$ cat src/scsm_pkg.sv
`default_nettype none

package scsm_pkg;

    // fixed field widths
    localparam int LEVEL_W     = 10;
    localparam int PHASE_W     = 6;
    localparam int LG_W        = 3;
    localparam int SHIFT_W     = 3;
    localparam int ENTRY_W     = 17;
    localparam int ROM_IDX_W   = 5;
    localparam int PWM_TOP_W   = 16;

    // configuration port
    localparam int CFG_INDEX_W = 1;
    localparam int CFG_DATA_W  = 3;

    // defaults for top level parameters
    localparam int PWM_TOP_DEFAULT        = 1023;
    localparam int MAX_MICROSTEPS_DEFAULT = 64;

    // command queue between front and back
    localparam int QUEUE_DEPTH = 2;

    // register indexes
    typedef enum logic [CFG_INDEX_W-1:0] {
        REG_MICROSTEP_ENABLE = 1'b0,
        REG_MICROSTEPS_LOG2  = 1'b1
    } cfg_reg_t;

    // command codes on the op field
    typedef enum logic {
        OP_STEP = 1'b0,
        OP_OFF  = 1'b1
    } op_t;

    localparam logic [LG_W-1:0] LG_MIN   = 3'd2;
    localparam logic [LG_W-1:0] LG_RESET = 3'd4;

    // classified command as queued by the front
    typedef struct packed {
        logic                off;
        logic                dir;
        logic [PHASE_W-1:0]  mask;
        logic [SHIFT_W-1:0]  shift;
    } cmd_t;

    // one microstep beat from the sequencer to the wave datapath
    typedef struct packed {
        logic                valid;
        logic                off;
        logic                last;
        logic [PHASE_W-1:0]  k;
        logic [PHASE_W-1:0]  p;
    } beat_t;

    // quarter wave of sin in Q1.16, 64ths of a cycle, last entry full scale
    function automatic logic [ENTRY_W-1:0] quarter_sine(input logic [ROM_IDX_W-1:0] idx);
        logic [ENTRY_W-1:0] v;
        case (idx)
            5'd0:    v = 17'd0;
            5'd1:    v = 17'd6423;
            5'd2:    v = 17'd12785;
            5'd3:    v = 17'd19024;
            5'd4:    v = 17'd25079;
            5'd5:    v = 17'd30893;
            5'd6:    v = 17'd36409;
            5'd7:    v = 17'd41575;
            5'd8:    v = 17'd46340;
            5'd9:    v = 17'd50660;
            5'd10:   v = 17'd54491;
            5'd11:   v = 17'd57797;
            5'd12:   v = 17'd60547;
            5'd13:   v = 17'd62714;
            5'd14:   v = 17'd64276;
            5'd15:   v = 17'd65220;
            5'd16:   v = 17'd65536;
            default: v = 17'd0;
        endcase
        return v;
    endfunction

endpackage

`default_nettype wire

$ cat src/scsm_if.sv
`default_nettype none

interface scsm_cmd_if;
    logic valid;
    logic ready;
    logic op;
    logic direction;

    modport source (output valid, output op, output direction, input ready);
    modport sink   (input valid, input op, input direction, output ready);
endinterface

interface scsm_res_if;
    logic                          valid;
    logic                          ready;
    logic [scsm_pkg::LEVEL_W-1:0]  coil_a_positive;
    logic [scsm_pkg::LEVEL_W-1:0]  coil_a_negative;
    logic [scsm_pkg::LEVEL_W-1:0]  coil_b_positive;
    logic [scsm_pkg::LEVEL_W-1:0]  coil_b_negative;
    logic [scsm_pkg::PHASE_W-1:0]  phase_index;
    logic                          last;

    modport source (output valid, output coil_a_positive, output coil_a_negative,
                    output coil_b_positive, output coil_b_negative,
                    output phase_index, output last, input ready);
    modport sink   (input valid, input coil_a_positive, input coil_a_negative,
                    input coil_b_positive, input coil_b_negative,
                    input phase_index, input last, output ready);
endinterface

`default_nettype wire

$ cat src/sine_cosine_microstep_generator.sv
`default_nettype none

// sine/cosine microstep generator for a two-coil stepper on four pwm channels.
// each command beat on cmd is a step (one full electrical cycle) or an off.
// a step sweeps M = 2**microsteps_log2 microsteps (log2 clamped to 2 and to
// floor(log2(MAX_MICROSTEPS))) and emits M result beats, phase_index 0..M-1
// forward or M-1..0 backward; coil a follows cos and coil b follows sin of
// 2*pi*k/M, each split into a positive and a negative level of
// floor(|value| * PWM_TOP), last marks the final beat. an off emits one
// all-zero beat with last set; a step while microstep_enable is 0 is taken and
// yields nothing. results leave at one beat per cycle while res is ready; the
// sequencer output drives a two-register path (lookup, then scale into the
// output register), and an accepted command is first registered in the queue.
// a two-entry command queue lets cmd keep taking commands while res stalls,
// until it is full. configuration is written through cfg_we/cfg_index/cfg_data;
// the user must do so only while idle, the block does not enforce it.
module sine_cosine_microstep_generator #(
    parameter int PWM_TOP        = scsm_pkg::PWM_TOP_DEFAULT,
    parameter int MAX_MICROSTEPS = scsm_pkg::MAX_MICROSTEPS_DEFAULT
) (
    input  wire                                 clk,
    input  wire                                 rst_n,
    scsm_cmd_if.sink                            cmd,
    scsm_res_if.source                          res,
    input  wire                                 cfg_we,
    input  wire [scsm_pkg::CFG_INDEX_W-1:0]     cfg_index,
    input  wire [scsm_pkg::CFG_DATA_W-1:0]      cfg_data
);

    // front to queue
    logic               q_push;
    scsm_pkg::cmd_t     q_data;
    logic               q_full;

    // queue to sequencer
    logic               q_pop;
    logic               q_not_empty;
    scsm_pkg::cmd_t     q_head;

    // sequencer to wave datapath, advance is the shared stall
    scsm_pkg::beat_t    beat;
    logic               advance;

    // front: config registers and command classification
    scsm_front #(
        .MAX_MICROSTEPS (MAX_MICROSTEPS)
    ) u_front (
        .clk       (clk),
        .rst_n     (rst_n),
        .cmd       (cmd),
        .cfg_we    (cfg_we),
        .cfg_index (cfg_index),
        .cfg_data  (cfg_data),
        .q_full    (q_full),
        .q_push    (q_push),
        .q_data    (q_data)
    );

    // decoupling queue
    scsm_queue u_queue (
        .clk       (clk),
        .rst_n     (rst_n),
        .push      (q_push),
        .push_data (q_data),
        .pop       (q_pop),
        .full      (q_full),
        .not_empty (q_not_empty),
        .head      (q_head)
    );

    // microstep sequencer, one beat per cycle while advance is high
    scsm_seq u_seq (
        .clk         (clk),
        .rst_n       (rst_n),
        .q_not_empty (q_not_empty),
        .q_head      (q_head),
        .q_pop       (q_pop),
        .advance     (advance),
        .beat        (beat)
    );

    // rom lookup, pwm scaling and output register
    scsm_wave #(
        .PWM_TOP (PWM_TOP)
    ) u_wave (
        .clk     (clk),
        .rst_n   (rst_n),
        .beat    (beat),
        .advance (advance),
        .res     (res)
    );

endmodule

`default_nettype wire

$ cat src/scsm_front.sv
`default_nettype none

module scsm_front #(
    parameter int MAX_MICROSTEPS = scsm_pkg::MAX_MICROSTEPS_DEFAULT
) (
    input  wire                                 clk,
    input  wire                                 rst_n,
    scsm_cmd_if.sink                            cmd,
    input  wire                                 cfg_we,
    input  wire [scsm_pkg::CFG_INDEX_W-1:0]     cfg_index,
    input  wire [scsm_pkg::CFG_DATA_W-1:0]      cfg_data,
    input  wire                                 q_full,
    output logic                                q_push,
    output scsm_pkg::cmd_t                      q_data
);

    // largest log2 that fits MAX_MICROSTEPS, never below the minimum
    localparam int LG_FIT = $clog2(MAX_MICROSTEPS + 1) - 1;
    localparam logic [scsm_pkg::LG_W-1:0] LG_MAX =
        scsm_pkg::LG_W'((LG_FIT < 2) ? 2 : LG_FIT);

    logic                         enable_reg;
    logic [scsm_pkg::LG_W-1:0]    lg_reg;
    logic [scsm_pkg::LG_W-1:0]    lg_eff;
    logic                         accept;

    always_ff @(posedge clk or negedge rst_n)
    begin
        if (!rst_n)
        begin
            enable_reg <= 1'b0;
            lg_reg     <= scsm_pkg::LG_RESET;
        end
        else if (cfg_we)
        begin
            case (scsm_pkg::cfg_reg_t'(cfg_index))
                scsm_pkg::REG_MICROSTEP_ENABLE: enable_reg <= cfg_data[0];
                scsm_pkg::REG_MICROSTEPS_LOG2:  lg_reg     <= cfg_data;
                default:                        ;
            endcase
        end
    end

    always_comb
    begin
        if (lg_reg < scsm_pkg::LG_MIN)
            lg_eff = scsm_pkg::LG_MIN;
        else if (lg_reg > LG_MAX)
            lg_eff = LG_MAX;
        else
            lg_eff = lg_reg;
    end

    assign cmd.ready = !q_full;
    assign accept    = cmd.valid && !q_full;

    // a step while disabled is taken and dropped
    assign q_push = accept && ((cmd.op == scsm_pkg::OP_OFF) || enable_reg);

    always_comb
    begin
        q_data.off   = (cmd.op == scsm_pkg::OP_OFF);
        q_data.dir   = cmd.direction;
        q_data.mask  = scsm_pkg::PHASE_W'((7'd1 << lg_eff) - 7'd1);
        q_data.shift = scsm_pkg::SHIFT_W'(4'd6 - {1'b0, lg_eff});
    end

endmodule

`default_nettype wire

$ cat src/scsm_queue.sv
`default_nettype none

module scsm_queue (
    input  wire              clk,
    input  wire              rst_n,
    input  wire              push,
    input  scsm_pkg::cmd_t   push_data,
    input  wire              pop,
    output logic             full,
    output logic             not_empty,
    output scsm_pkg::cmd_t   head
);

    localparam int DEPTH = scsm_pkg::QUEUE_DEPTH;
    localparam int PTR_W = (DEPTH > 1) ? $clog2(DEPTH) : 1;
    localparam int CNT_W = $clog2(DEPTH + 1);

    scsm_pkg::cmd_t       mem_reg [DEPTH];
    logic [PTR_W-1:0]     wr_ptr_reg;
    logic [PTR_W-1:0]     rd_ptr_reg;
    logic [CNT_W-1:0]     count_reg;
    logic                 do_push;
    logic                 do_pop;

    assign full      = (count_reg == CNT_W'(DEPTH));
    assign not_empty = (count_reg != '0);
    assign head      = mem_reg[rd_ptr_reg];
    assign do_push   = push && !full;
    assign do_pop    = pop && not_empty;

    always_ff @(posedge clk)
    begin
        if (do_push)
            mem_reg[wr_ptr_reg] <= push_data;
    end

    always_ff @(posedge clk or negedge rst_n)
    begin
        if (!rst_n)
        begin
            wr_ptr_reg <= '0;
            rd_ptr_reg <= '0;
            count_reg  <= '0;
        end
        else
        begin
            if (do_push)
                wr_ptr_reg <= (wr_ptr_reg == PTR_W'(DEPTH - 1)) ? '0 : wr_ptr_reg + 1'b1;
            if (do_pop)
                rd_ptr_reg <= (rd_ptr_reg == PTR_W'(DEPTH - 1)) ? '0 : rd_ptr_reg + 1'b1;
            if (do_push && !do_pop)
                count_reg <= count_reg + 1'b1;
            else if (do_pop && !do_push)
                count_reg <= count_reg - 1'b1;
        end
    end

endmodule

`default_nettype wire

$ cat src/scsm_seq.sv
`default_nettype none

module scsm_seq (
    input  wire              clk,
    input  wire              rst_n,
    input  wire              q_not_empty,
    input  scsm_pkg::cmd_t   q_head,
    output logic             q_pop,
    input  wire              advance,
    output scsm_pkg::beat_t  beat
);

    logic                            active_reg, active_next;
    logic                            dir_reg, dir_next;
    logic [scsm_pkg::PHASE_W-1:0]    mask_reg, mask_next;
    logic [scsm_pkg::SHIFT_W-1:0]    shift_reg, shift_next;
    logic [scsm_pkg::PHASE_W-1:0]    i_reg, i_next;
    logic [scsm_pkg::SHIFT_W-1:0]    shift_cur;

    always_comb
    begin
        active_next = active_reg;
        dir_next    = dir_reg;
        mask_next   = mask_reg;
        shift_next  = shift_reg;
        i_next      = i_reg;
        q_pop       = 1'b0;
        beat.valid  = 1'b0;
        beat.off    = 1'b0;
        beat.last   = 1'b0;
        beat.k      = '0;
        shift_cur   = shift_reg;

        if (active_reg)
        begin
            beat.valid = 1'b1;
            beat.k     = dir_reg ? (mask_reg & ~i_reg) : i_reg;
            beat.last  = (i_reg == mask_reg);
            if (advance)
            begin
                i_next = i_reg + 1'b1;
                if (beat.last)
                    active_next = 1'b0;
            end
        end
        else if (q_not_empty)
        begin
            // first beat straight from the queue head, no bubble
            beat.valid = 1'b1;
            shift_cur  = q_head.shift;
            if (q_head.off)
            begin
                beat.off  = 1'b1;
                beat.last = 1'b1;
            end
            else
            begin
                beat.k = q_head.dir ? q_head.mask : '0;
            end
            if (advance)
            begin
                q_pop = 1'b1;
                if (!q_head.off)
                begin
                    active_next = 1'b1;
                    dir_next    = q_head.dir;
                    mask_next   = q_head.mask;
                    shift_next  = q_head.shift;
                    i_next      = scsm_pkg::PHASE_W'(1);
                end
            end
        end

        // phase in 64ths of a cycle
        beat.p = beat.k << shift_cur;
    end

    always_ff @(posedge clk or negedge rst_n)
    begin
        if (!rst_n)
            active_reg <= 1'b0;
        else
            active_reg <= active_next;
    end

    always_ff @(posedge clk)
    begin
        dir_reg   <= dir_next;
        mask_reg  <= mask_next;
        shift_reg <= shift_next;
        i_reg     <= i_next;
    end

endmodule

`default_nettype wire

$ cat src/scsm_wave.sv
`default_nettype none

module scsm_wave #(
    parameter int PWM_TOP = scsm_pkg::PWM_TOP_DEFAULT
) (
    input  wire              clk,
    input  wire              rst_n,
    input  scsm_pkg::beat_t  beat,
    output logic             advance,
    scsm_res_if.source       res
);

    localparam int PROD_W = scsm_pkg::ENTRY_W + scsm_pkg::PWM_TOP_W;
    localparam logic [PROD_W-1:0] TOP = PROD_W'(PWM_TOP);

    logic [scsm_pkg::PHASE_W-1:0]    p_cos;
    logic [scsm_pkg::ENTRY_W-1:0]    sin_entry;
    logic [scsm_pkg::ENTRY_W-1:0]    cos_entry;

    logic                            a_valid_reg;
    logic [scsm_pkg::ENTRY_W-1:0]    sin_entry_reg;
    logic [scsm_pkg::ENTRY_W-1:0]    cos_entry_reg;
    logic                            sin_neg_reg;
    logic                            cos_neg_reg;
    logic [scsm_pkg::PHASE_W-1:0]    k_reg;
    logic                            last_reg;

    logic [PROD_W-1:0]               sin_prod;
    logic [PROD_W-1:0]               cos_prod;
    logic [scsm_pkg::LEVEL_W-1:0]    sin_level;
    logic [scsm_pkg::LEVEL_W-1:0]    cos_level;

    logic                            out_valid_reg;
    logic [scsm_pkg::LEVEL_W-1:0]    ap_reg, an_reg, bp_reg, bn_reg;
    logic [scsm_pkg::PHASE_W-1:0]    phase_reg;
    logic                            out_last_reg;

    function automatic logic [scsm_pkg::ENTRY_W-1:0] fold(input logic [scsm_pkg::PHASE_W-1:0] p);
        logic [scsm_pkg::ROM_IDX_W-1:0] idx;
        idx = {1'b0, p[3:0]};
        // odd quadrants run the quarter wave backward
        if (p[4])
            idx = 5'd16 - idx;
        return scsm_pkg::quarter_sine(idx);
    endfunction

    assign advance = !out_valid_reg || res.ready;

    // stage a: rom lookup
    assign p_cos     = beat.p + scsm_pkg::PHASE_W'(16);
    assign sin_entry = beat.off ? '0 : fold(beat.p);
    assign cos_entry = beat.off ? '0 : fold(p_cos);

    always_ff @(posedge clk or negedge rst_n)
    begin
        if (!rst_n)
        begin
            a_valid_reg   <= 1'b0;
            out_valid_reg <= 1'b0;
        end
        else if (advance)
        begin
            a_valid_reg   <= beat.valid;
            out_valid_reg <= a_valid_reg;
        end
    end

    always_ff @(posedge clk)
    begin
        if (advance)
        begin
            sin_entry_reg <= sin_entry;
            cos_entry_reg <= cos_entry;
            sin_neg_reg   <= beat.p[5];
            cos_neg_reg   <= p_cos[5];
            k_reg         <= beat.k;
            last_reg      <= beat.last;
        end
    end

    // stage b: scale to pwm range, truncate, split by sign
    assign sin_prod  = PROD_W'(sin_entry_reg) * TOP;
    assign cos_prod  = PROD_W'(cos_entry_reg) * TOP;
    assign sin_level = sin_prod[16 +: scsm_pkg::LEVEL_W];
    assign cos_level = cos_prod[16 +: scsm_pkg::LEVEL_W];

    always_ff @(posedge clk)
    begin
        if (advance)
        begin
            ap_reg       <= cos_neg_reg ? '0 : cos_level;
            an_reg       <= cos_neg_reg ? cos_level : '0;
            bp_reg       <= sin_neg_reg ? '0 : sin_level;
            bn_reg       <= sin_neg_reg ? sin_level : '0;
            phase_reg    <= k_reg;
            out_last_reg <= last_reg;
        end
    end

    assign res.valid           = out_valid_reg;
    assign res.coil_a_positive = ap_reg;
    assign res.coil_a_negative = an_reg;
    assign res.coil_b_positive = bp_reg;
    assign res.coil_b_negative = bn_reg;
    assign res.phase_index     = phase_reg;
    assign res.last            = out_last_reg;

endmodule

`default_nettype wire

$ cat src/flat_wrapper.sv
// flat-port wrapper written by rule: the top's interface ports become plain ports
module sine_cosine_microstep_generator_flat 
#(
    parameter int PWM_TOP        = scsm_pkg::PWM_TOP_DEFAULT,
    parameter int MAX_MICROSTEPS = scsm_pkg::MAX_MICROSTEPS_DEFAULT
)
  (clk, rst_n, cfg_we, cfg_index, cfg_data, cmd_valid, cmd_op, cmd_direction, cmd_ready, res_valid, res_coil_a_positive, res_coil_a_negative, res_coil_b_positive, res_coil_b_negative, res_phase_index, res_last, res_ready);
  scsm_cmd_if cmd_i ();
  scsm_res_if res_i ();
  input  wire clk;
  input  wire rst_n;
  input  wire cfg_we;
  input  wire [scsm_pkg::CFG_INDEX_W-1:0] cfg_index;
  input  wire [scsm_pkg::CFG_DATA_W-1:0] cfg_data;
  input wire logic [$bits(cmd_i.valid)-1:0] cmd_valid;
  input wire logic [$bits(cmd_i.op)-1:0] cmd_op;
  input wire logic [$bits(cmd_i.direction)-1:0] cmd_direction;
  output wire logic [$bits(cmd_i.ready)-1:0] cmd_ready;
  output wire logic [$bits(res_i.valid)-1:0] res_valid;
  output wire logic [$bits(res_i.coil_a_positive)-1:0] res_coil_a_positive;
  output wire logic [$bits(res_i.coil_a_negative)-1:0] res_coil_a_negative;
  output wire logic [$bits(res_i.coil_b_positive)-1:0] res_coil_b_positive;
  output wire logic [$bits(res_i.coil_b_negative)-1:0] res_coil_b_negative;
  output wire logic [$bits(res_i.phase_index)-1:0] res_phase_index;
  output wire logic [$bits(res_i.last)-1:0] res_last;
  input wire logic [$bits(res_i.ready)-1:0] res_ready;
  assign cmd_i.valid = cmd_valid;
  assign cmd_i.op = cmd_op;
  assign cmd_i.direction = cmd_direction;
  assign cmd_ready = cmd_i.ready;
  assign res_valid = res_i.valid;
  assign res_coil_a_positive = res_i.coil_a_positive;
  assign res_coil_a_negative = res_i.coil_a_negative;
  assign res_coil_b_positive = res_i.coil_b_positive;
  assign res_coil_b_negative = res_i.coil_b_negative;
  assign res_phase_index = res_i.phase_index;
  assign res_last = res_i.last;
  assign res_i.ready = res_ready;
  sine_cosine_microstep_generator #(.PWM_TOP(PWM_TOP), .MAX_MICROSTEPS(MAX_MICROSTEPS)) u_core (.clk(clk), .rst_n(rst_n), .cmd(cmd_i), .res(res_i), .cfg_we(cfg_we), .cfg_index(cfg_index), .cfg_data(cfg_data));
endmodule
$ cat config.mk
export PLATFORM = sky130hd
export DESIGN_NAME = sine_cosine_microstep_generator_flat
export DESIGN_NICKNAME = d
export VERILOG_FILES = /design/src/scsm_pkg.sv /design/src/scsm_if.sv /design/src/sine_cosine_microstep_generator.sv /design/src/scsm_front.sv /design/src/scsm_queue.sv /design/src/scsm_seq.sv /design/src/scsm_wave.sv /design/src/flat_wrapper.sv
export SDC_FILE = /design/constraint.sdc
export NUM_CORES = 1
export LEC_CHECK = 0
export BUFFER_PORTS_ARGS = -buffer_cell sky130_fd_sc_hd__buf_4
export CORE_MARGIN = 2
export CORE_UTILIZATION = 50
export DETAILED_ROUTE_END_ITERATION = 8
export GPL_TIMING_DRIVEN = 0
export PLACE_DENSITY = 0.74
export SYNTH_ARGS = -nofsm -noshare
export SYNTH_HDL_FRONTEND = slang
export SYNTH_HIERARCHICAL = 1
export SYNTH_SLANG_ARGS = --single-unit
$ cat constraint.sdc
create_clock -name clk -period 9.22 [get_ports clk]
set_clock_uncertainty 0.2 [all_clocks]
set_input_delay 0.922 -clock clk [delete_from_list [all_inputs] [get_ports clk]]
set_output_delay 0.922 -clock clk [all_outputs]
set_load 0.005 [all_outputs]
## Word level (Yosys, flattened, before mapping)

Memories as Yosys holds them, arrays and structs flattened. A register that Yosys moved wholly into a read port is not among the register bits.
Cells that the tools add are included.

| storage, ports and cells | value |
|---|---|
| flip-flop bits (word level) | 83 |
| memory bits (writable) | 22 |
| ROM bits | 1088 |
| output and inout bits | 49 |
| word-level logic and storage cells | 102 |
| memories kept | 3 |

| cells by class | value |
|---|---|
| $add $sub $neg | 10 |
| $mul | 2 |
| order comparisons | 2 |
| equal/unequal tests | 3 |
| shift operators | 2 |
| multiplexer cells | 34 |
| bitwise operators | 5 |
| reductions and logical operators | 19 |

Memory list:

| name | depth | bits a word | read ports | clocked after Yosys merged registers in | write ports | line | text |
|---|---|---|---|---|---|---|---|
| (name not given) | 32 | 17 | 1 | 1 | 0 | scsm_pkg.sv:60 | `case (idx)` |
| (name not given) | 32 | 17 | 1 | 1 | 0 | scsm_pkg.sv:60 |  |
| u_core.u_queue.mem_reg | 2 | 11 | 1 | 0 | 1 | scsm_queue.sv:18 | `scsm_pkg::cmd_t mem_reg [DEPTH];` |

Operators by type and width:

| operator | number |
|---|---|
| $mul 17x10->26 const B | 2 |
| $mux 6 | 8 |
| $mux 1 | 15 |
| $mux 3 | 4 |
| $mux 5 | 2 |
| $sub 5x4->5 const A | 2 |
| $mux 9 | 1 |
| $mux 7 | 1 |
| $add 6x1->6 const B | 1 |
| $add 6x5->6 const B | 1 |
| $and 6x6->6 | 1 |
| $eq 6x6->1 | 1 |
| $logic_and 1x1->1 | 6 |
| $mux 2 | 3 |
| $not 6->6 | 1 |
| $reduce_bool 2->1 | 3 |
| $shl 1x3->6 const A | 1 |
| $shl 6x3->6 | 1 |
| $sub 6x1->6 const B | 1 |
| $logic_not 1->1 | 4 |
| $reduce_and 2->1 | 2 |
| $reduce_and 4->1 | 1 |
| $gt 3x3->1 const B | 1 |
| $lt 3x2->1 const B | 1 |
| other kinds (9) | 13 |

## Logic depth before layout (Yosys ltp)

Gate-level depths: netlist (run 1).

| depth | value |
|---|---|
| depth in word-level cells | 9 |
| gate-level depth with buffers | 18 |
| mapped depth without buffers | 18 |

## Cells and area by module

Netlist (run 1), hierarchy kept.

Modules (own cells, without submodules):

| module | times used | cells each | area each (µm²) | seq. area each (µm²) |
|---|---|---|---|---|
| scsm_wave | 1 | 1139 | 11621.1 | 2752.6 |
| scsm_seq | 1 | 129 | 1325.0 | 505.5 |
| scsm_queue | 1 | 53 | 1039.7 | 760.7 |
| scsm_front | 1 | 41 | 402.9 | 101.3 |

## Worst setup path before layout (run 1)

No wires, ideal clock.

| path | value |
|---|---|
| path kind | reg2reg |
| start point | register u_core/u_wave/sin_entry_reg[7] (netlist name) |
| end point | register u_core.u_wave.bp_reg, in the netlist u_core/u_wave/res.coil_b_positive[8] (data pin) |
| library setup time | 0.262 ns |
| arrival time | 4.842 ns |
| setup slack | 3.916 ns |
| cell stages (with the launch flop) | 17 |
| buffers on the path | 0 |
| clock period less this slack | 5.304 ns |
| cell sequence | edfxtp_1 > fa_1 > inv_1 > fa_1 > inv_1 > fa_1 > fa_1 > inv_1 > fa_1 > inv_1 > ha_1 > and3_1 > a221oi_1 > o2bb2ai_2 > nor2_1 > o31a_1 > mux2_1 |

| between the ends | value |
|---|---|
| word-level cells in the longest chain between the ends | 1 |

Ends and longest elaborated chain:

| element | line | text |
|---|---|---|
| from (decl) | scsm_wave.sv:21 | `logic [scsm_pkg::ENTRY_W-1:0] sin_entry_reg;` |
| $mul 17x10->26 | scsm_wave.sv:82 | `assign sin_prod = PROD_W'(sin_entry_reg) * TOP;` |
| to (signal assigned) | scsm_wave.sv:93 | `bp_reg <= sin_neg_reg ? '0 : sin_level;` |
| to (decl) | scsm_wave.sv:34 | `logic [scsm_pkg::LEVEL_W-1:0] ap_reg, an_reg, bp_reg, bn_reg;` |

Every way passes these cells.
A chain may end at the register's enable or synchronous reset.

## Worst setup path in the final report (run 1)

Same ends and word-level chain as after synthesis.

==> results_tabular.tex, run 1 <==
\begin{tabular}{lr}
\hline
Metric & Value \\
\hline
\multicolumn{2}{l}{\textbf{Outcome}} \\
\quad Result of the run & finished clean \\
\multicolumn{2}{l}{\textbf{Cells and area}} \\
\quad \# diodes & 0 \\
\quad Number of flip-flops in the largest register & 22 \\
\quad Net count, final & 1754 \\
\quad Layout cell share with drive strength beyond 1 & 12.0\% \\
\quad Fillers & 2467 \\
\quad Growth of design area from synthesis to finish & 10.7\% \\
\multicolumn{2}{l}{\textbf{Routing}} \\
\quad DR iter-0 viols & 715 \\
\quad Post-Route WL & 28900 um \\
\quad Post-DRT Antenna Nets & 0 \\
\quad Number of optimization iterations in the first detailed-route pass & 5 \\
\quad Remaining routing DRC violations & 0 \\
\quad Number of vias per cell after detailed routing & 5.32 \\
\quad Total via count after detailed routing & 9771 \\
\quad Average routed wire per standard cell & 15.7 um \\
\multicolumn{2}{l}{\textbf{Synth}} \\
\quad Nets in the synthesized netlist & 1676 \\
\quad Register bit count reported by yosys & 139 \\
\quad Synthesized netlist cell count & 1362 \\
\quad Share of synthesized registers carrying an async set or reset & 7.91\% \\
\quad Number of different library cells in the post-synthesis netlist & 93 \\
\quad Syn Std Cell Area & 0.0144 mm2 \\
\quad Ys Warns & 6 \\
\quad Commonest register cell after synthesis & edfxtp\_1 \\
\quad Post-synth EDFFs & 128 \\
\quad Per-instance average area after synthesis & 10.6 um2 \\
\quad Sequential area share after synthesis & 28.6\% \\
\multicolumn{2}{l}{\textbf{Worst setup path}} \\
\quad Crit path capture type & flop \\
\quad Depth of the worst register-to-register path & 16 \\
\quad CP Data Arrival Time & 5.72 ns \\
\quad Worst-path maximum fanout & 4 \\
\quad Register-to-Register Setup Slack & 3.48 ns \\
\quad Destination of the worst register-to-register timing path & u\_core/u\_wave/res.coil\_b\_positive[8]\$\_SDFFCE\_PP0P\_ \\
\quad Category of the worst setup path launch point & flop \\
\quad Startpoint of the most critical register-to-register path & u\_core/u\_wave/sin\_entry\_reg[7]\$\_SDFFCE\_PP0P\_ \\
\quad Class of the most critical setup path & flop to flop \\
\quad CP required & 9.20 ns \\
\multicolumn{2}{l}{\textbf{Clock tree}} \\
\quad Inserted Clock Buffers & 17 \\
\quad Clock latency at the later pin of the worst-skew pair & 0.44 ns \\
\quad CTS tree & built \\
\quad CTS clock-pin slew for the worst setup and hold paths & 0.06 ns \\
\quad Post-CTS setup buffer count & 0 \\
\quad Number of clock sinks & 139 \\
\quad Quantity of hold-fixing buffers added after cts & 0 \\
\quad Maximum buffer depth of the clock tree & 2 \\
\quad Buffer cell driving the clock tree root & clkbuf\_16 \\
\quad H-tree levels & 4 \\
\quad Number of gates resized after cts & 0 \\
\multicolumn{2}{l}{\textbf{Placement}} \\
\quad Estimated wirelength of the detail-placed design & 23500 um \\
\quad GP Congestion & 0.896 \\
\quad PortBufs & 58 \\
\multicolumn{2}{l}{\textbf{Timing}} \\
\quad Max-slew headroom & 38.1\% \\
\quad Setup violation total in the final timing report & 0 \\
\quad Number of max-slew violations in the final report & 0 \\
\quad F\_max & 174 MHz \\
\quad Post-route minimum period & 5.74 ns \\
\quad Fin. Hold Viols & 0 \\
\quad Sum of negative setup slack & 0 ns \\
\quad Hold Slack & 0.115 ns \\
\quad Slew at the pin closest to its max-slew limit & 0.925 ns \\
\quad Setup repair after global routing missed its margin & false \\
\quad Period Utilization, post-route & 62.3\% \\
\multicolumn{2}{l}{\textbf{Floorplan}} \\
\quad Core Region & 0.0285 mm2 \\
\quad Total Die Area & 0.0302 mm2 \\
\quad IO Count & 60 \\
\quad Die Width & 174 um \\
\quad Die Y-Extent & 174 um \\
\quad Number of standard-cell rows in the floorplan & 62 \\
\quad Starting density of the core & 50.4\% \\
\multicolumn{2}{l}{\textbf{Global routing}} \\
\quad Largest net degree at the start of global routing & 73 \\
\quad Global-route total usage across every layer & 20.3\% \\
\quad Number of antenna violations at the first check in global routing & 0 \\
\quad Residual overflow from global routing & 0 \\
\quad Global-route wire length before repair & 49500 um \\
\quad Number of global-route vias before repair & 10100 \\
\multicolumn{2}{l}{\textbf{Job}} \\
\quad Number of violations of the max-capacitance limit & 0 \\
\multicolumn{2}{l}{\textbf{Hold path}} \\
\quad Kind of path behind the tightest hold check & primary input to async pin \\
\hline
\end{tabular}
how the worst max path moves through the flow:
stage	end	startpoint	cells past startpoint
floorplan	u_core/u_wave/res.coil_b_positive[8]$_SDFFCE_PP0P_	u_core/u_wave/sin_entry_reg[7]$_SDFFCE_PP0P_	16
global placement	u_core/u_seq/mask_reg[0]$_DFFE_PP_	res_ready	4
detailed placement	u_core/u_wave/res.coil_b_positive[8]$_SDFFCE_PP0P_	u_core/u_wave/sin_entry_reg[7]$_SDFFCE_PP0P_	16
CTS	u_core/u_wave/res.coil_b_positive[8]$_SDFFCE_PP0P_	u_core/u_wave/sin_entry_reg[7]$_SDFFCE_PP0P_	16
global route	u_core/u_wave/res.coil_b_positive[5]$_SDFFCE_PP0P_	u_core/u_wave/sin_entry_reg[7]$_SDFFCE_PP0P_	16
finish	u_core/u_wave/res.coil_b_positive[8]$_SDFFCE_PP0P_	u_core/u_wave/sin_entry_reg[7]$_SDFFCE_PP0P_	16
placed cells by master, fill, tap and decap left out, drive strengths merged, types with 5 or more instances in the layout:
cell,synthesis,routed
xor2,13,13
a221oi,5,5
and2,12,12
nand2b,16,16
a22oi,8,8
a211oi,17,17
xnor2,23,23
nor3b,6,6
buf,23,82
inv,307,313
o22ai,10,10
a21oi,62,62
and4,5,5
o211ai,8,8
dfrtp,10,10
clkbuf,17,35
nor2b,13,13
mux2i,13,13
o21ai,30,30
nand3,14,14
mux2,27,27
nor4,6,6
nor3,45,45
edfxtp,128,128
fa,174,174
o21a,13,13
a31oi,12,12
a2111oi,5,5
a21o,16,16
and3,11,11
nand4,11,11
nand2,62,62
nor2,67,67
ha,129,129
through the flow:
step | setup slack (ns) | area [um2] | utilization [%] | instances
floorplan | 3.92 | 14400 | - | 1362
global placement | 3.38 | 15300 | 53.6 | 1804
detailed placement | 3.48 | 15300 | 53.7 | 1805
CTS | 3.47 | 15900 | 55.8 | 1837
global route | 3.18 | 15900 | 55.8 | 1837
finish | 3.48 | 15900 | 55.8 | 1837
metal layers:
metal	vias to the layer above	track usage [%]	wire length (um)	part of all wire, %
li1	4706	-	-	-
met1	4775	27.5	13000	45
met2	244	33.6	13900	48
met3	46	3.46	1300	4.5
met4	0	6.34	601	2.1
met5	-	0	0	0
critical path, stage by stage, from the launching register on:
cell       delay (ns)
edfxtp_1         0.52
fa_1             0.61
inv_1            0.10
fa_1             0.45
fa_1             0.49
inv_1            0.05
fa_1             0.53
inv_1            0.05
fa_1             0.53
inv_1            0.04
ha_1             0.30
a21o_1           0.20
a221oi_1         0.35
o2bb2ai_2        0.14
nor2_1           0.32
o31a_1           0.26
mux2_1           0.34
cell usage after synthesis, types with 10 or more instances:
cell type | instances | share of area (%)
clkbuf_1 | 16 | 0.42
a31oi_1 | 12 | 0.52
edfxtp_1 | 128 | 27
nand2b_1 | 16 | 0.70
xnor2_1 | 22 | 1.3
ha_1 | 129 | 11
a211oi_1 | 16 | 0.83
o22ai_1 | 10 | 0.43
fa_1 | 174 | 24
nand2_1 | 60 | 1.6
o21a_1 | 13 | 0.68
inv_1 | 307 | 8.0
xor2_1 | 10 | 0.61
nor3_1 | 44 | 1.5
a21oi_1 | 62 | 2.2
o21ai_0 | 29 | 1.0
mux2_2 | 13 | 1.0
nand3_1 | 14 | 0.49
and2_1 | 11 | 0.48
nor2b_1 | 11 | 0.48
dfrtp_1 | 10 | 1.7
nor2_1 | 65 | 1.7
a21o_1 | 15 | 0.78
buf_2 | 12 | 0.42
nand4_1 | 11 | 0.48
layout make-up:
class                      count  area, um2  share of cell area, %
clock inverter                14        156                  0.981
timing repair buffer          59        463                   2.91
tap                          384        480                   3.02
clock buffer                  18        439                   2.76
multi-input combinational    875       8890                   55.8
inverter                     308       1160                   7.26
sequential                   139       4120                   25.9
buffer                        40        226                   1.42
cells by family (layout without fill, tap and decap cells):
kind of cell | Yosys count | count (layout) | synth area share [%]
adders and majority gates | 303 | 303 | 35.4
AOI/OAI and AO/OA | 220 | 220 | 10.7
xor gates and xnor gates | 36 | 36 | 2.48
buffers and inverters | 348 | 439 | 9.61
DFF | 139 | 139 | 28.6
muxes | 40 | 40 | 3.42
and+or+nand+nor | 276 | 276 | 9.77
Power of run 1 is not shown: default switching activity piles up to over one toggle a cycle in this logic, so the estimate is an artifact.
==> run 2: changes to the inputs <==
--- a/config.mk
+++ b/config.mk
@@ -10,7 +10,7 @@
 export CORE_UTILIZATION = 50
 export DETAILED_ROUTE_END_ITERATION = 8
 export GPL_TIMING_DRIVEN = 0
-export PLACE_DENSITY = 0.74
+export PLACE_DENSITY = 0.76
 export SYNTH_ARGS = -nofsm -noshare
 export SYNTH_HDL_FRONTEND = slang
 export SYNTH_HIERARCHICAL = 1
==> constraint.sdc (replaced) <==
create_clock -name clk -period 4.91 [get_ports clk]
set_clock_uncertainty 0.2 [all_clocks]
set_input_delay 0.491 -clock clk [delete_from_list [all_inputs] [get_ports clk]]
set_output_delay 0.491 -clock clk [all_outputs]
set_load 0.005 [all_outputs]
==> run 2 against run 1 <==
The flow now finishes with violations (setup timing). Hold slack worse by 0.066 ns. Register-to-register slack lost 4.0 ns. Final area is 10% higher. Wire length grew 14%. First-iteration DRC count decreased by 8.3%. Core utilization increased by 5.8 points. Cell count rose by 4.5%. Count of clock-buffer cells in the layout shrank 1. Die area is the same. Via count rose by 7.9%. Non-clock buffer count rose by 82. Fmax rose by 6.6%.
==> results_tabular.tex, run 2 (synthesis gave the netlist of run 1 again) <==
\begin{tabular}{lr}
\hline
Metric & Value \\
\hline
\multicolumn{2}{l}{\textbf{Outcome}} \\
\quad Result of the run & finished, violations left \\
\quad Failing checks & setup timing \\
\multicolumn{2}{l}{\textbf{Placement}} \\
\quad PortBufs & 58 (unchanged) \\
\quad GP Congestion & 0.908 (+1.4\%) \\
\quad Placement-stage worst setup slack & -0.680 ns (-4.16 ns) \\
\quad Estimated wirelength of the detail-placed design & 24300 um (+3.4\%) \\
\multicolumn{2}{l}{\textbf{Timing}} \\
\quad Post-route minimum period & 5.39 ns (-0.356 ns) \\
\quad Max-slew headroom & 40.2\% (+2.0 points) \\
\quad Setup repair after global routing missed its margin & true \\
\quad Period Utilization, post-route & 110\% (+47 points) \\
\quad Setup violation total in the final timing report & 39 (+39) \\
\quad F\_max & 186 MHz (+6.6\%) \\
\quad Sum of negative setup slack & -13.00 ns (-13.00 ns) \\
\quad Slew at the pin closest to its max-slew limit & 0.894 ns (-0.0305 ns) \\
\quad Number of max-slew violations in the final report & 0 (unchanged) \\
\quad Setup WS post-layout & -0.477 ns (-3.95 ns) \\
\quad Fin. Hold Viols & 0 (unchanged) \\
\multicolumn{2}{l}{\textbf{Worst setup path}} \\
\quad CP cell instances & buf\_6, buf\_6, fa\_1, inv\_2, fa\_1, inv\_2, fa\_2, fa\_1, inv\_1, fa\_1, inv\_2, ha\_4, a21o\_1, a31o\_4, a21oi\_2, o211ai\_1, buf\_4, a2111oi\_4, nor3\_1 \\
\quad Top cell by count, worst path & fa\_1 \\
\quad Class of the most critical setup path & flop to flop \\
\quad Category of the worst setup path launch point & flop \\
\quad CP required & 4.85 ns (-4.35 ns) \\
\quad Crit path largest cell delay & 0.53 ns (-0.08 ns) \\
\quad Worst-path maximum fanout & 5 (+1) \\
\quad Critical-path top delay cell & fa\_1 \\
\quad CP Data Arrival Time & 5.33 ns (-0.39 ns) \\
\quad Crit path capture type & flop \\
\quad Register-to-Register Setup Slack & -0.48 ns (-3.95 ns) \\
\multicolumn{2}{l}{\textbf{Cells and area}} \\
\quad Top library cells by usage in the layout, fill and taps aside & 261 x inv\_1, 155 x fa\_1, 128 x edfxtp\_1, 124 x buf\_4, 109 x ha\_1 \\
\quad \# diodes & 0 (unchanged) \\
\quad Most frequent standard cell in the layout excluding fill and tap cells & inv\_1 \\
\quad Layout cell share with drive strength beyond 1 & 28.1\% (+16 points) \\
\quad Multi-input logic area & 0.00978 mm2 (+10\%) \\
\quad End-of-flow core utilization & 61.6\% (+5.8 points) \\
\quad Fillers & 2219 (-10\%) \\
\quad Total area of sequential cells & 0.00412 mm2 (unchanged) \\
\quad Growth of design area from synthesis to finish & 22.3\% \\
\quad Net count, final & 1836 (+4.7\%) \\
\quad Number of flip-flops in the largest register & 22 (unchanged) \\
\multicolumn{2}{l}{\textbf{Clock tree}} \\
\quad Buffer cell driving the clock tree root & clkbuf\_16 \\
\quad CTS tree & built \\
\quad H-tree levels & 4 (unchanged) \\
\quad Maximum buffer depth of the clock tree & 2 (unchanged) \\
\quad Clock latency at the later pin of the worst-skew pair & 0.43 ns (about the same) \\
\quad CTS clock-pin slew for the worst setup and hold paths & 0.07 ns (about the same) \\
\quad Inserted Clock Buffers & 17 (unchanged) \\
\quad Number of clock sinks & 139 (unchanged) \\
\multicolumn{2}{l}{\textbf{Job}} \\
\quad Number of violations of the max-capacitance limit & 0 (unchanged) \\
\multicolumn{2}{l}{\textbf{Routing}} \\
\quad Number of optimization iterations in the first detailed-route pass & 7 (+2) \\
\quad Total via count after detailed routing & 10500 (+7.9\%) \\
\quad Post-Route WL & 32900 um (+14\%) \\
\quad DR iter-0 viols & 656 (-8.3\%) \\
\quad Post-DRT Antenna Nets & 0 (unchanged) \\
\quad Remaining routing DRC violations & 0 (unchanged) \\
\quad Number of vias per cell after detailed routing & 5.49 (+3.3\%) \\
\quad Average routed wire per standard cell & 17.2 um (+9.2\%) \\
\multicolumn{2}{l}{\textbf{Floorplan}} \\
\quad Number of standard-cell rows in the floorplan & 62 (unchanged) \\
\quad Core Region & 0.0285 mm2 (unchanged) \\
\quad IO Count & 60 (unchanged) \\
\quad Starting density of the core & 50.4\% (unchanged) \\
\quad Die Width & 174 um (unchanged) \\
\quad Total Die Area & 0.0302 mm2 (unchanged) \\
\quad Die Y-Extent & 174 um (unchanged) \\
\multicolumn{2}{l}{\textbf{Global routing}} \\
\quad Number of antenna violations at the first check in global routing & 0 (unchanged) \\
\quad Number of global-route vias before repair & 10900 (+7.6\%) \\
\quad Residual overflow from global routing & 0 (unchanged) \\
\quad Largest net degree at the start of global routing & 73 (unchanged) \\
\quad Global-route total usage across every layer & 22.0\% (+1.7 points) \\
\quad Global-route wire length before repair & 53600 um (+8.3\%) \\
\multicolumn{2}{l}{\textbf{Hold path}} \\
\quad Kind of path behind the tightest hold check & primary input to flop \\
\hline
\end{tabular}
[run 2: cell count changes in the layout (fill, tap and decap cells not counted), moves of 19 or more]
cell / delta
fa_2: +19
buf_6: +21
inv_1: -46
buf_4: +60
fa_1: -19
inv_2: +43
ha_1: -20
[run 2: worst paths after layout]
path | to | cells after the start | startpoint
max | u_core/u_wave/res.coil_a_positive[6]$_SDFFCE_PP0P_ | 19 | u_core/u_wave/cos_entry_reg[7]$_SDFFCE_PP0P_
min | u_core/u_queue/mem_reg[1][9]$_DFFE_PP_ | 1 | cmd_direction
max reg2reg | u_core/u_wave/res.coil_a_positive[6]$_SDFFCE_PP0P_ | 19 | u_core/u_wave/cos_entry_reg[7]$_SDFFCE_PP0P_
min reg2reg | u_core/u_wave/res.phase_index[2]$_DFFE_PP_ | 0 | u_core/u_wave/k_reg[2]$_DFFE_PP_
max in group asynchronous | u_core/u_front/lg_reg[2]$_DFFE_PN1P_ | 2 | rst_n
min in group asynchronous | u_core/u_front/enable_reg$_DFFE_PN0P_ | 2 | rst_n
[run 2: cell type report]
type,count,share of cell area (%)
Buffer,38,1.26
Timing Repair Buffer,143,6.89
Multi-Input combinational cell,875,55.6
Inverter,308,6.61
Sequential cell,139,23.4
Clock buffer,17,2.42
Clock inverter,15,1.09
Tap cell,384,2.73
[run 2: repair_timing]
| action | 4_1_cts | 5_1_grt |
|---|---|---|
| buffers inserted | 64 | 21 |
| pin swaps | 70 | 71 |
| resized for setup | 136 | 76 |
| endpoints found under the hold margin | 11 | 0 |
| hold buffers | 1 | 0 |
| setup endpoints to repair | 40 | 40 |
[run 2: layer usage]
layer / vias up / GRT usage, % / routed length, um
met1: 5244 / 29.0 / 14000
met4: 0 / 6.86 / 785
met5: - / 0 / 0
met2: 369 / 37.7 / 16400
met3: 73 / 3.51 / 1750
li1: 4855 / - / -
[run 2: per-stage QoR]
| stage | hold slack (ns) | area, um2 | instances |
|---|---|---|---|
| finish | 0.0492 | 17600 | 1919 |
| global route | 0.0299 | 17600 | 1919 |
| CTS | 0.0391 | 17200 | 1900 |
| detailed placement | 0.141 | 15500 | 1805 |
| global placement | 0.137 | 15500 | 1804 |
| floorplan | -0.00459 | 14500 | 1362 |
[run 2: critical path: cells and delay by family (launching register included)]
| family | cells | cell delay (ns) |
|---|---|---|
| adder cells (fa/ha/maj) | 6 | 2.59 |
| AO/OA/AOI/OAI | 5 | 1.15 |
| buffers and inverters | 7 | 0.66 |
| flip-flops | 1 | 0.42 |
| AND/OR/NAND/NOR | 1 | 0.08 |
Power of run 2 is left out for the same reason.
